==> src/rtl/core/msst_pkg.sv <==
`default_nettype none

package msst_pkg;

  localparam int unsigned SLOTS_DEF   = 8;
  localparam int unsigned QUEUE_DEPTH = 2;
  localparam int unsigned OP_W        = 3;
  localparam int unsigned KIND_W      = 2;
  localparam int unsigned SLOT_W      = 4;
  localparam int unsigned DATA_W      = 32;

  typedef enum logic [OP_W-1:0] {
    OP_TICK     = 3'd0,
    OP_ALLOC    = 3'd1,
    OP_ARM_REP  = 3'd2,
    OP_ARM_ONCE = 3'd3,
    OP_START    = 3'd4,
    OP_STOP     = 3'd5,
    OP_QUERY    = 3'd6
  } opcode_e;

  typedef enum logic [KIND_W-1:0] {
    KIND_FIRED  = 2'd0,
    KIND_ALLOC  = 2'd1,
    KIND_STATUS = 2'd2
  } kind_e;

  typedef enum logic [2:0] {
    ST_IDLE,
    ST_DEC,
    ST_START,
    ST_EVAL,
    ST_FLUSH
  } exec_state_e;

  // Input transaction payload
  typedef struct packed {
    logic [OP_W-1:0]   opcode;
    logic [SLOT_W-1:0] slot;
    logic [DATA_W-1:0] interval_ms;
    logic [DATA_W-1:0] handle;
    logic [DATA_W-1:0] now_ms;
  } in_t;

  // Result transaction payload
  typedef struct packed {
    kind_e             kind;
    logic [SLOT_W-1:0] slot_res;
    logic [DATA_W-1:0] handle_res;
    logic              flag;
    logic              last;
  } out_t;

  // Classified command handed from front to back
  typedef struct packed {
    opcode_e           op;
    logic              in_range;
    logic [SLOT_W-1:0] slot;
    logic [DATA_W-1:0] interval;
    logic [DATA_W-1:0] handle;
    logic [DATA_W-1:0] now;
  } cmd_t;

  // Command queue status
  typedef struct packed {
    logic full;
    logic empty;
  } q_status_t;

endpackage

`default_nettype wire

==> src/rtl/core/msst_fifo.sv <==
`default_nettype none

module msst_fifo
  import msst_pkg::*;
#(
  parameter int unsigned DEPTH = QUEUE_DEPTH
) (
  input  wire logic      clk_i,
  input  wire logic      rst_ni,
  input  wire logic      push_i,
  input  wire cmd_t      wdata_i,
  input  wire logic      pop_i,
  output cmd_t           rdata_o,
  output q_status_t      status_o
);

  localparam int unsigned PTR_W = (DEPTH > 1) ? $clog2(DEPTH) : 1;
  localparam int unsigned CNT_W = $clog2(DEPTH + 1);
  localparam logic [PTR_W-1:0] LAST_PTR = PTR_W'(DEPTH - 1);

  cmd_t             store_q [DEPTH];
  logic [PTR_W-1:0] wr_ptr_q, wr_ptr_d;
  logic [PTR_W-1:0] rd_ptr_q, rd_ptr_d;
  logic [CNT_W-1:0] cnt_q, cnt_d;
  logic             do_push, do_pop;

  assign status_o.full  = (cnt_q == CNT_W'(DEPTH));
  assign status_o.empty = (cnt_q == '0);
  assign do_push = push_i && !status_o.full;
  assign do_pop  = pop_i && !status_o.empty;
  assign rdata_o = store_q[rd_ptr_q];

  // pointer and fill count update
  always_comb begin
    wr_ptr_d = wr_ptr_q;
    rd_ptr_d = rd_ptr_q;
    cnt_d    = cnt_q;
    if (do_push) begin
      wr_ptr_d = (wr_ptr_q == LAST_PTR) ? '0 : wr_ptr_q + 1'b1;
    end
    if (do_pop) begin
      rd_ptr_d = (rd_ptr_q == LAST_PTR) ? '0 : rd_ptr_q + 1'b1;
    end
    if (do_push && !do_pop) begin
      cnt_d = cnt_q + 1'b1;
    end else if (do_pop && !do_push) begin
      cnt_d = cnt_q - 1'b1;
    end
  end

  always_ff @(posedge clk_i or negedge rst_ni) begin
    if (!rst_ni) begin
      wr_ptr_q <= '0;
      rd_ptr_q <= '0;
      cnt_q    <= '0;
    end else begin
      wr_ptr_q <= wr_ptr_d;
      rd_ptr_q <= rd_ptr_d;
      cnt_q    <= cnt_d;
    end
  end

  // entry storage
  always_ff @(posedge clk_i) begin
    if (do_push) begin
      store_q[wr_ptr_q] <= wdata_i;
    end
  end

endmodule

`default_nettype wire

==> src/rtl/core/msst_front.sv <==
`default_nettype none

module msst_front
  import msst_pkg::*;
#(
  parameter int unsigned SLOTS = SLOTS_DEF
) (
  input  wire logic      clk_i,
  input  wire logic      rst_ni,
  input  wire logic      in_valid_i,
  output logic           in_stall_o,
  input  wire in_t       in_i,
  input  wire q_status_t q_status_i,
  output logic           push_o,
  output cmd_t           cmd_o
);

  localparam int unsigned MAX_NUM = (SLOTS < 15) ? SLOTS : 15;
  localparam logic [SLOT_W-1:0] MAX_SLOT = SLOT_W'(MAX_NUM);

  logic front_v_q, front_v_d;
  cmd_t front_q;
  cmd_t cmd_new;
  logic accept, keep, in_range;

  assign in_stall_o = front_v_q && q_status_i.full;
  assign accept     = in_valid_i && !in_stall_o;
  assign push_o     = front_v_q && !q_status_i.full;
  assign cmd_o      = front_q;
  assign in_range   = (in_i.slot != '0) && (in_i.slot <= MAX_SLOT);

  // classify: drop undefined codes and slot commands aimed out of range
  always_comb begin
    cmd_new.op       = OP_TICK;
    cmd_new.in_range = in_range;
    cmd_new.slot     = in_i.slot;
    cmd_new.interval = in_i.interval_ms;
    cmd_new.handle   = in_i.handle;
    cmd_new.now      = in_i.now_ms;
    keep             = 1'b0;
    case (in_i.opcode)
      OP_TICK: begin
        cmd_new.op = OP_TICK;
        keep       = 1'b1;
      end
      OP_ALLOC: begin
        cmd_new.op = OP_ALLOC;
        keep       = 1'b1;
      end
      OP_QUERY: begin
        cmd_new.op = OP_QUERY;
        keep       = 1'b1;
      end
      OP_ARM_REP: begin
        cmd_new.op = OP_ARM_REP;
        keep       = in_range;
        // a repeating period is at least one
        if (in_i.interval_ms == '0) begin
          cmd_new.interval = DATA_W'(1);
        end
      end
      OP_ARM_ONCE: begin
        cmd_new.op = OP_ARM_ONCE;
        keep       = in_range;
      end
      OP_START: begin
        cmd_new.op = OP_START;
        keep       = in_range;
      end
      OP_STOP: begin
        cmd_new.op = OP_STOP;
        keep       = in_range;
      end
      default: begin
        keep = 1'b0;
      end
    endcase
  end

  // front holding register
  always_comb begin
    front_v_d = front_v_q;
    if (accept && keep) begin
      front_v_d = 1'b1;
    end else if (push_o) begin
      front_v_d = 1'b0;
    end
  end

  always_ff @(posedge clk_i or negedge rst_ni) begin
    if (!rst_ni) begin
      front_v_q <= 1'b0;
    end else begin
      front_v_q <= front_v_d;
    end
  end

  always_ff @(posedge clk_i) begin
    if (accept && keep) begin
      front_q <= cmd_new;
    end
  end

endmodule

`default_nettype wire

==> src/rtl/core/msst_exec.sv <==
`default_nettype none

module msst_exec
  import msst_pkg::*;
#(
  parameter int unsigned SLOTS = SLOTS_DEF
) (
  input  wire logic      clk_i,
  input  wire logic      rst_ni,
  input  wire q_status_t q_status_i,
  input  wire cmd_t      q_head_i,
  output logic           pop_o,
  output logic           out_valid_o,
  input  wire logic      out_stall_i,
  output out_t           out_o
);

  localparam int unsigned IDX_W = (SLOTS > 1) ? $clog2(SLOTS) : 1;
  localparam logic [IDX_W-1:0] LAST_IDX = IDX_W'(SLOTS - 1);

  typedef struct packed {
    logic [DATA_W-1:0] interval;
    logic [DATA_W-1:0] deadline;
    logic [DATA_W-1:0] handle;
  } slot_ent_t;

  exec_state_e state_q, state_d;
  cmd_t        cmd_q, cmd_d;
  logic [IDX_W-1:0] idx_q, idx_d;
  logic [SLOTS-1:0] used_q, used_d;
  logic [SLOTS-1:0] active_q, active_d;
  logic [SLOTS-1:0] rep_q, rep_d;
  logic              pend_v_q, pend_v_d;
  logic [SLOT_W-1:0] pend_slot_q, pend_slot_d;
  logic [DATA_W-1:0] pend_handle_q, pend_handle_d;
  logic out_valid_q, out_valid_d;
  out_t out_q, out_d;

  slot_ent_t        slot_mem_q [SLOTS];
  slot_ent_t        rdata_q;
  slot_ent_t        wdata;
  logic [IDX_W-1:0] rd_addr, waddr;
  logic             we;

  logic [IDX_W-1:0] cmd_idx, free_idx;
  logic             free_found, cmd_used, out_can_load;
  logic             fire, eval_hold, emit;
  logic [DATA_W-1:0] diff;
  out_t             emit_data;

  assign cmd_idx      = IDX_W'(cmd_q.slot - SLOT_W'(1));
  assign cmd_used     = cmd_q.in_range && used_q[cmd_idx];
  assign out_can_load = !out_valid_q || !out_stall_i;
  assign out_valid_o  = out_valid_q;
  assign out_o        = out_q;

  // lowest free slot
  always_comb begin
    free_found = 1'b0;
    free_idx   = '0;
    for (int i = SLOTS - 1; i >= 0; i--) begin
      if (!used_q[i]) begin
        free_found = 1'b1;
        free_idx   = IDX_W'(i);
      end
    end
  end

  // due check for the slot under scan; read data belongs to idx_q
  assign diff = cmd_q.now - rdata_q.deadline;
  assign fire = used_q[idx_q] && active_q[idx_q] && (rdata_q.handle != '0) && !diff[DATA_W-1];
  assign eval_hold = fire && pend_v_q && !out_can_load;

  // next state
  always_comb begin
    state_d = state_q;
    case (state_q)
      ST_IDLE: begin
        if (!q_status_i.empty) begin
          state_d = ST_DEC;
        end
      end
      ST_DEC: begin
        case (cmd_q.op)
          OP_TICK: state_d = ST_EVAL;
          OP_ALLOC, OP_QUERY: begin
            if (out_can_load) begin
              state_d = ST_IDLE;
            end
          end
          OP_START: state_d = cmd_used ? ST_START : ST_IDLE;
          default:  state_d = ST_IDLE;
        endcase
      end
      ST_START: state_d = ST_IDLE;
      ST_EVAL: begin
        if (!eval_hold && (idx_q == LAST_IDX)) begin
          state_d = ST_FLUSH;
        end
      end
      ST_FLUSH: begin
        if (!pend_v_q || out_can_load) begin
          state_d = ST_IDLE;
        end
      end
      default: state_d = ST_IDLE;
    endcase
  end

  // datapath and table updates
  always_comb begin
    pop_o         = 1'b0;
    cmd_d         = cmd_q;
    idx_d         = idx_q;
    used_d        = used_q;
    active_d      = active_q;
    rep_d         = rep_q;
    pend_v_d      = pend_v_q;
    pend_slot_d   = pend_slot_q;
    pend_handle_d = pend_handle_q;
    we            = 1'b0;
    waddr         = cmd_idx;
    wdata         = rdata_q;
    emit          = 1'b0;
    emit_data     = '0;
    emit_data.kind = KIND_FIRED;
    case (state_q)
      ST_IDLE: begin
        if (!q_status_i.empty) begin
          pop_o    = 1'b1;
          cmd_d    = q_head_i;
          idx_d    = '0;
          pend_v_d = 1'b0;
        end
      end
      ST_DEC: begin
        case (cmd_q.op)
          OP_ALLOC: begin
            if (out_can_load) begin
              emit           = 1'b1;
              emit_data.kind = KIND_ALLOC;
              emit_data.last = 1'b1;
              if (free_found) begin
                emit_data.slot_res = SLOT_W'(free_idx) + SLOT_W'(1);
                used_d[free_idx]   = 1'b1;
                active_d[free_idx] = 1'b0;
                rep_d[free_idx]    = 1'b0;
                we                 = 1'b1;
                waddr              = free_idx;
                wdata              = '0;
              end
            end
          end
          OP_ARM_REP, OP_ARM_ONCE: begin
            if (cmd_used) begin
              we             = 1'b1;
              wdata.interval = cmd_q.interval;
              wdata.deadline = cmd_q.now + cmd_q.interval;
              wdata.handle   = cmd_q.handle;
              rep_d[cmd_idx] = (cmd_q.op == OP_ARM_REP);
            end
          end
          OP_STOP: begin
            if (cmd_used) begin
              active_d[cmd_idx] = 1'b0;
            end
          end
          OP_QUERY: begin
            if (out_can_load) begin
              emit               = 1'b1;
              emit_data.kind     = KIND_STATUS;
              emit_data.slot_res = cmd_q.slot;
              emit_data.flag     = cmd_used && active_q[cmd_idx];
              emit_data.last     = 1'b1;
            end
          end
          default: begin
          end
        endcase
      end
      ST_START: begin
        we                = 1'b1;
        wdata.deadline    = cmd_q.now + rdata_q.interval;
        active_d[cmd_idx] = 1'b1;
      end
      ST_EVAL: begin
        if (!eval_hold) begin
          if (fire) begin
            // the previous fired slot is now known not to be the last one
            if (pend_v_q) begin
              emit                 = 1'b1;
              emit_data.kind       = KIND_FIRED;
              emit_data.slot_res   = pend_slot_q;
              emit_data.handle_res = pend_handle_q;
            end
            pend_v_d      = 1'b1;
            pend_slot_d   = SLOT_W'(idx_q) + SLOT_W'(1);
            pend_handle_d = rdata_q.handle;
            if (rep_q[idx_q] && (rdata_q.interval != '0)) begin
              we             = 1'b1;
              waddr          = idx_q;
              wdata.deadline = cmd_q.now + rdata_q.interval;
            end else begin
              active_d[idx_q] = 1'b0;
            end
          end
          if (idx_q != LAST_IDX) begin
            idx_d = idx_q + 1'b1;
          end
        end
      end
      ST_FLUSH: begin
        if (pend_v_q && out_can_load) begin
          emit                 = 1'b1;
          emit_data.kind       = KIND_FIRED;
          emit_data.slot_res   = pend_slot_q;
          emit_data.handle_res = pend_handle_q;
          emit_data.last       = 1'b1;
          pend_v_d             = 1'b0;
        end
      end
      default: begin
      end
    endcase
  end

  // scan reads run one slot ahead so each slot costs one cycle unless a stalled result holds up a fired slot
  assign rd_addr = (cmd_q.op == OP_TICK) ? idx_d : cmd_idx;

  // output register
  always_comb begin
    out_valid_d = out_valid_q;
    out_d       = out_q;
    if (emit) begin
      out_valid_d = 1'b1;
      out_d       = emit_data;
    end else if (!out_stall_i) begin
      out_valid_d = 1'b0;
    end
  end

  always_ff @(posedge clk_i or negedge rst_ni) begin
    if (!rst_ni) begin
      state_q     <= ST_IDLE;
      idx_q       <= '0;
      used_q      <= '0;
      active_q    <= '0;
      rep_q       <= '0;
      pend_v_q    <= 1'b0;
      out_valid_q <= 1'b0;
    end else begin
      state_q     <= state_d;
      idx_q       <= idx_d;
      used_q      <= used_d;
      active_q    <= active_d;
      rep_q       <= rep_d;
      pend_v_q    <= pend_v_d;
      out_valid_q <= out_valid_d;
    end
  end

  always_ff @(posedge clk_i) begin
    cmd_q         <= cmd_d;
    pend_slot_q   <= pend_slot_d;
    pend_handle_q <= pend_handle_d;
    out_q         <= out_d;
  end

  // slot table memory: one write port, one registered read port
  always_ff @(posedge clk_i) begin
    if (we) begin
      slot_mem_q[waddr] <= wdata;
    end
    rdata_q <= slot_mem_q[rd_addr];
  end

endmodule

`default_nettype wire

==> src/rtl/core/multi_slot_task_timer.sv <==
// Timer table with SLOTS slots numbered from 1. Commands (tick, allocate, arm, start, stop,
// query) enter through a one-entry front register that drops undefined codes and slot
// commands aimed outside 1..SLOTS, then wait in a short queue for the executor. The
// executor owns the slot table: used, active and repeating bits in flops, and interval,
// deadline and handle in a memory with one write port and one registered read port. A
// tick walks the table one slot per memory read, and the walk pauses while a stalled
// result register holds up a fired slot; fired slots come out in slot order, and the last
// one is held back until the walk ends so it can carry the last marker. The executor
// decodes each command in a decode state; start on a slot in use then updates it in a start
// state, and a tick scans in an evaluate state and sends its last fired slot in a flush
// state. A tick with nothing due, arm, start and stop return no result. Reset frees every slot.
`default_nettype none

module multi_slot_task_timer
  import msst_pkg::*;
#(
  parameter int unsigned SLOTS  = SLOTS_DEF,
  parameter int unsigned QDEPTH = QUEUE_DEPTH
) (
  input  wire logic clk_i,
  input  wire logic rst_ni,
  input  wire logic in_valid_i,
  output logic      in_stall_o,
  input  wire in_t  in_i,
  output logic      out_valid_o,
  input  wire logic out_stall_i,
  output out_t      out_o
);

  q_status_t q_status;
  cmd_t      push_cmd, head_cmd;
  logic      push, pop;

  msst_front #(
    .SLOTS (SLOTS)
  ) u_front (
    .clk_i      (clk_i),
    .rst_ni     (rst_ni),
    .in_valid_i (in_valid_i),
    .in_stall_o (in_stall_o),
    .in_i       (in_i),
    .q_status_i (q_status),
    .push_o     (push),
    .cmd_o      (push_cmd)
  );

  msst_fifo #(
    .DEPTH (QDEPTH)
  ) u_queue (
    .clk_i    (clk_i),
    .rst_ni   (rst_ni),
    .push_i   (push),
    .wdata_i  (push_cmd),
    .pop_i    (pop),
    .rdata_o  (head_cmd),
    .status_o (q_status)
  );

  msst_exec #(
    .SLOTS (SLOTS)
  ) u_exec (
    .clk_i       (clk_i),
    .rst_ni      (rst_ni),
    .q_status_i  (q_status),
    .q_head_i    (head_cmd),
    .pop_o       (pop),
    .out_valid_o (out_valid_o),
    .out_stall_i (out_stall_i),
    .out_o       (out_o)
  );

endmodule

`default_nettype wire

==> config.mk <==
export PLATFORM = sky130hd
export DESIGN_NAME = multi_slot_task_timer
export DESIGN_NICKNAME = d
export VERILOG_FILES = /design/src/rtl/core/msst_pkg.sv /design/src/rtl/core/msst_fifo.sv /design/src/rtl/core/msst_front.sv /design/src/rtl/core/msst_exec.sv /design/src/rtl/core/multi_slot_task_timer.sv
export SDC_FILE = /design/constraint.sdc
export NUM_CORES = 2
export LEC_CHECK = 0
export BUFFER_PORTS_ARGS = -buffer_cell sky130_fd_sc_hd__buf_2
export CAP_MARGIN = 10
export CORE_MARGIN = 2
export CORE_UTILIZATION = 52
export DETAILED_ROUTE_END_ITERATION = 6
export PLACE_DENSITY_LB_ADDON = 0.1
export SETUP_SLACK_MARGIN = 0.2
export SYNTH_ARGS = -nofsm -noshare
export SYNTH_HDL_FRONTEND = slang
export SYNTH_HIERARCHICAL = 1
export SYNTH_SLANG_ARGS = --single-unit
==> constraint.sdc <==
create_clock -name clk_i -period 7.15 [get_ports clk_i]
set_input_delay 0.715 -clock clk_i [delete_from_list [all_inputs] [get_ports clk_i]]
set_output_delay 0.715 -clock clk_i [all_outputs]
set_load 0.005 [all_outputs]
# Word level (Yosys, flattened, before mapping)
# Memory sizes are Yosys's and may differ from the RTL's. A register that Yosys moved wholly into a read port is not among the register bits.
# Cells that the tools add are included.
# totals
mem_bits_rw	976
out_inout_bits	42
reg_bits	217
word_cells	275
mem_count	2
inputBits	107
# classes
n_bitwise	11
n_addsub	11
n_lt_le_gt_ge	7
n_mux	125
reduce_logical	60
n_eq_ne	35
# memory_table
memory	depth	word_bits	rd	rd_ports_with_merged_regs	wr	line_no	source
u_exec.slot_mem_q	8	96	1	1	1	msst_exec.sv:39	slot_ent_t slot_mem_q [SLOTS];
u_queue.store_q	2	104	1	1	1	msst_fifo.sv:21	cmd_t store_q [DEPTH];
# ops
operator	count
two-way mux 96 bit	3
two-way mux 32 bit	7
case mux 96 bit (2 select lines)	1
case mux 32 bit (3 select lines)	1
two-way mux 38 bit	2
two-way mux 36 bit	2
two-way mux 8 bit	9
two-way mux 3 bit	22
adder 32 bit	2
case mux 32 bit (2 select lines)	1
nonzero test 32 bit	2
two-way mux 1 bit	45
AND 8 bit	4
zero test 32 bit	1
case mux 8 bit (2 select lines)	2
subtractor 32 bit	1
equality test 3 bit (second input constant)	8
NOT 8 bit	3
case mux 8 bit (3 select lines)	1
logical AND 1 bit	22
equality test 3 x 2 -> 1 bit (second input constant)	6
case mux 3 bit (6 select lines)	1
case mux 6 bit (3 select lines)	1
!= test 2 x 1 -> 1 bit (second input constant)	8
other kinds (44)	94

# Longest topological paths before layout
# logic_depth
depth_word	18
mapped_depth	15
ltp_nobuf	12

# By module
# Netlist, hierarchy kept.
# modules_own_cells
module	seq_area_each_um2	instances	cells_per_inst	area_each_um2
msst_exec	31189.9	1	4012	48492.8
msst_fifo	6346.1	1	343	7952.6
msst_front	3148.0	1	174	3499.6

# Worst setup path before layout
# Ideal clock, no wire load.
# synth_timing
kind	register to register
start	reg u_exec/cmd_q[96] in the netlist's numbering
end	mem u_exec/slot_mem_q[6][0] in the netlist's numbering (enable)
required_ns	6.599
path_slack_ns	-0.622
setup_time_ns	0.551
period_less_slack_ns	7.772
t_arrival_ns	7.221
n_path_buf	2
path_stages_with_launch	15
path_cell_list	edfxtp_1 -> clkbuf_1 -> inv_1 -> ha_1 -> xor2_1 -> buf_2 -> nand2_1 -> mux4_2 -> a21boi_0 -> a22o_1 -> a31oi_1 -> nor2_1 -> o21ai_1 -> or2_2 -> nor2_1
# synth_between
elab_chain_len	9
word_cells_on_any_way	16
cone_classes	1 x add/sub; 14 x mux; 1 x reduce/logical
# synth_rtl
element	line_no	source
from (decl)	msst_exec.sv:28	cmd_t cmd_q, cmd_d;
from (signal assigned)	msst_exec.sv:263	cmd_q <= cmd_d;
subtractor 3 x 1 -> 3 bit (*)	msst_exec.sv:51	assign cmd_idx = IDX_W'(cmd_q.slot - SLOT_W'(1));
binary-select mux 1 bit (select 3 bit)	msst_exec.sv:52	assign cmd_used = cmd_q.in_range && used_q[cmd_idx];
two-way mux 1 bit (not written as such)	msst_exec.sv:52	
logical AND 1 bit	msst_exec.sv:52	
two-way mux 1 bit	msst_exec.sv:155	if (cmd_used) begin
case mux 1 bit (2 select lines)	msst_exec.sv:137	case (cmd_q.op)
case mux 1 bit (3 select lines)	msst_exec.sv:127	case (state_q)
two-way mux 1 bit	msst_exec.sv:271	if (we) begin
two-way mux 1 bit (not written as such)	msst_exec.sv:272	slot_mem_q[waddr] <= wdata;
to (decl)	msst_exec.sv:39	
# Every way passes the cells marked *; elsewhere a longest branch is shown, timed or not. The select of a mux whose other input is x is not followed.

# Final worst setup path
# layout_timing
start	reg u_exec/cmd_q[96] in the netlist's numbering
end	mem u_exec/slot_mem_q[4][77] in the netlist's numbering (enable)
# The elaborated chain is that of the path after synthesis.

==> results.toml <==
[outcome]
outcome = "finished, final reports clean"

[route]
antenna_left = 0
totalWireLength_mm = 150
drt_iter0_markers = 3889
vias = 37700
avgViaCountPerCell = 6.07
route.detailed.drc = 0
drt_pass1_iterations = 6
wl_per_cell_um = 24.2

[timing]
fmax_mhz = 175
final.setup_skew_ns = 0.0324
slew_headroom_pct = 10.7
period_minus_slack_ns = 5.70
tightestPinTransition_ns = 1.34
maxSlewViolCount = 0
finalSetupTns_ns = 0
worst_hold_slack_ns = 0.0955
setup_viol_count_final = 0
hold_violations = 0
finalCritPeriodShare_pct = 79.7
rsz0062_at_grt = "false"

[synth]
netlist.area_leader.share_pct = 63.1
synth_area_leader_cell = "edfxtp_1"
synthArstFlopShare_pct = 2.66
ys_warn_count = 6
synthSimpleGateAreaFrac_pct = 10.5
ys_types = 93
yosys_most_used_dff = "edfxtp_1"
synth_nets = 4739
synth_commonest_cells = "edfxtp_1, nand2_1, inv_1"
ys_seq_elements = 1393
ys_seq_area_share_pct = 67.9
synth_mux_area_share_pct = 2.66
synth-edff-count = 1260
synthCells = 4529
synthXorXnorAreaFrac_pct = 0.891
synth-compound-area-share_pct = 10.9
synth_top_family_by_area = "compound AO/OA/AOI/OAI gates"
yosysMostFrequentCell = "edfxtp_1"
synthAdderAreaFrac_pct = 2.17
synthTopCellsByArea = "edfxtp_1, o2111ai_1, nand3_1, dfxtp_1, nand2_1"
syn_area_mm2 = 0.0599
avgSynthCellArea_um2 = 13.2

[global_routing]
antenna_found_initial = 2
gr-total-overflow = 0
grt_pass1_wl_mm = 226
grt_pass1_vias = 36600
track_usage_pct = 25.3
grt_max_degree = 232

[clock_tree]
ctsResizeCount = 0
cts_tree = "built"
cts_made_buffers = 146
cts_setup_buffers = 0
clockBufferDepth = 3
postCtsHoldBufs = 0
cts-htree-levels = 4
clk_pin_slew_worst_paths_ns = 0.06
clk_latency_ns = 0.76
clock_sinks = 1393
cts_root_buf = "clkbuf_16"

[layout]
drive_gt1_share_pct = 12.6
stdcell_area_mm2 = 0.0669
post-route-util_pct = 58.5
syn2layout_area_growth_pct = 11.6
nets = 4791

[critical_path]
worst_setup_path_start_kind = "register"
worstPathRequired_ns = 7.51
r2r_start = "u_exec/cmd_q[96]"
ff2ff_setup_slack_ns = 1.45
crit_path_end_kind = "register"
crit_fanout = 46
startpoint = "u_exec/cmd_q[96]"
reg2reg_to = "u_exec/slot_mem_q[4][77]"
rr_worst_depth = 13
crit_type = "register to register"
worstPathArrival_ns = 6.06

[place]
gp_congestion = 0.894
dp.final_hpwl_mm = 86.3
dpl_cell_area_mm2 = 0.0620
io_buffers = 148

[floorplanning]
initial_core_util_pct = 52.4
fp.dieH_um = 344
core_area_mm2 = 0.114
ios = 149
die_area_mm2 = 0.118
rows = 124
die_x_um = 344

[power]
power.total_uw = 35800
ir_worst_vdd_uv = 629
p_leak_uw = 0.0237
power_density_mw_per_mm2 = 535

[worst_hold_path]
holdCritPathClass = "input port to asynchronous set/reset pin"

[flow_run]
max_cap_violations = 0
[cell type report]
cell class              count  area (µm²)
diodes                      1        2.50
inverters                 437        1640
flip-flops and latches   1393       40700
clock buffers             193        4090
well taps                1512        1890
repair buffers            208        1400
multi-input cells        2395       16400
fillers                  8864       47400
clock inverters            76         785
[layer usage]
metal | vias up | wire length [µm] | global-route usage (%)
met5 | - | 0 | 0
met4 | 0 | 3050 | 7.12
met3 | 235 | 10100 | 3.48
met2 | 1382 | 72100 | 41.4
met1 | 18800 | 64900 | 35.8
li1 | 17300 | - | -
[per-stage QoR]
stage                     setup slack (ns)  std cells
after floorplan                     -0.622       4529
after global placement                1.58       5945
after detailed placement              1.51       5945
after CTS                             1.46       6214
after global routing                  1.11       6214
final                                 1.45       6215
[worst max-delay path by stage]
stage / endpoint / slack (ns) / cells past startpoint
3_5_place_dp: u_exec/slot_mem_q[4][72] / 1.51 / 13
2_1_floorplan: u_exec/slot_mem_q[6][0] / -0.62 / 14
4_1_cts: u_exec/slot_mem_q[4][74] / 1.46 / 13
6_report: u_exec/slot_mem_q[4][77] / 1.45 / 13
5_1_grt: u_exec/slot_mem_q[4][77] / 1.11 / 14
3_3_place_gp: u_exec/slot_mem_q[4][76] / 1.58 / 13
[worst max-delay path, cell delays in order, from the launching register on]
cell and delay, ns:
edfxtp_1 0.61, inv_1 0.18, ha_1 0.27, xor2_1 0.73, mux4_2 0.60, a21boi_0 0.58
a22o_1 0.32, a31oi_1 0.10, nor2_1 0.19, o21ai_4 0.08, buf_4 0.28, or2_2 0.46
nor2_4 0.17, buf_4 0.67
[state kept, by name (all words and copies together), names as in the netlist, 32 cells and up]
name	flops
u_queue/store_q	208
u_exec/pend_handle_q	32
u_front/cmd_o	104
u_exec/out_o	40
u_exec/rdata_q	96
u_exec/slot_mem_q	768
u_exec/cmd_q	104
[report_power, final]
part	internal, µW	total (µW)	switching, µW
clock network	4510	7620	3110
registers	12400	13700	1270
logic	4780	14500	9730
[cells by family after synthesis]
kind of cell    count (synthesis)
mux                           122
flops                        1393
buf+inv                       741
simple gates                 1265
xor+xnor                       61
fa+ha+maj                     103
compound gates                844
[placed cells by master (no fill, tap or decap), types with 59 or more instances in the layout]
master	synthesis	layout
buf_2	40	148
and4_1	98	98
o21ai_0	98	98
ha_1	101	101
edfxtp_1	1260	1260
nor2_1	86	75
a21oi_1	93	92
a22o_1	66	66
mux2_2	59	59
nand2_1	478	478
nand3_1	402	401
o2111ai_1	379	379
dfxtp_1	96	96
inv_1	434	433
clkbuf_16	0	153
(Power assumes the default switching activity.)
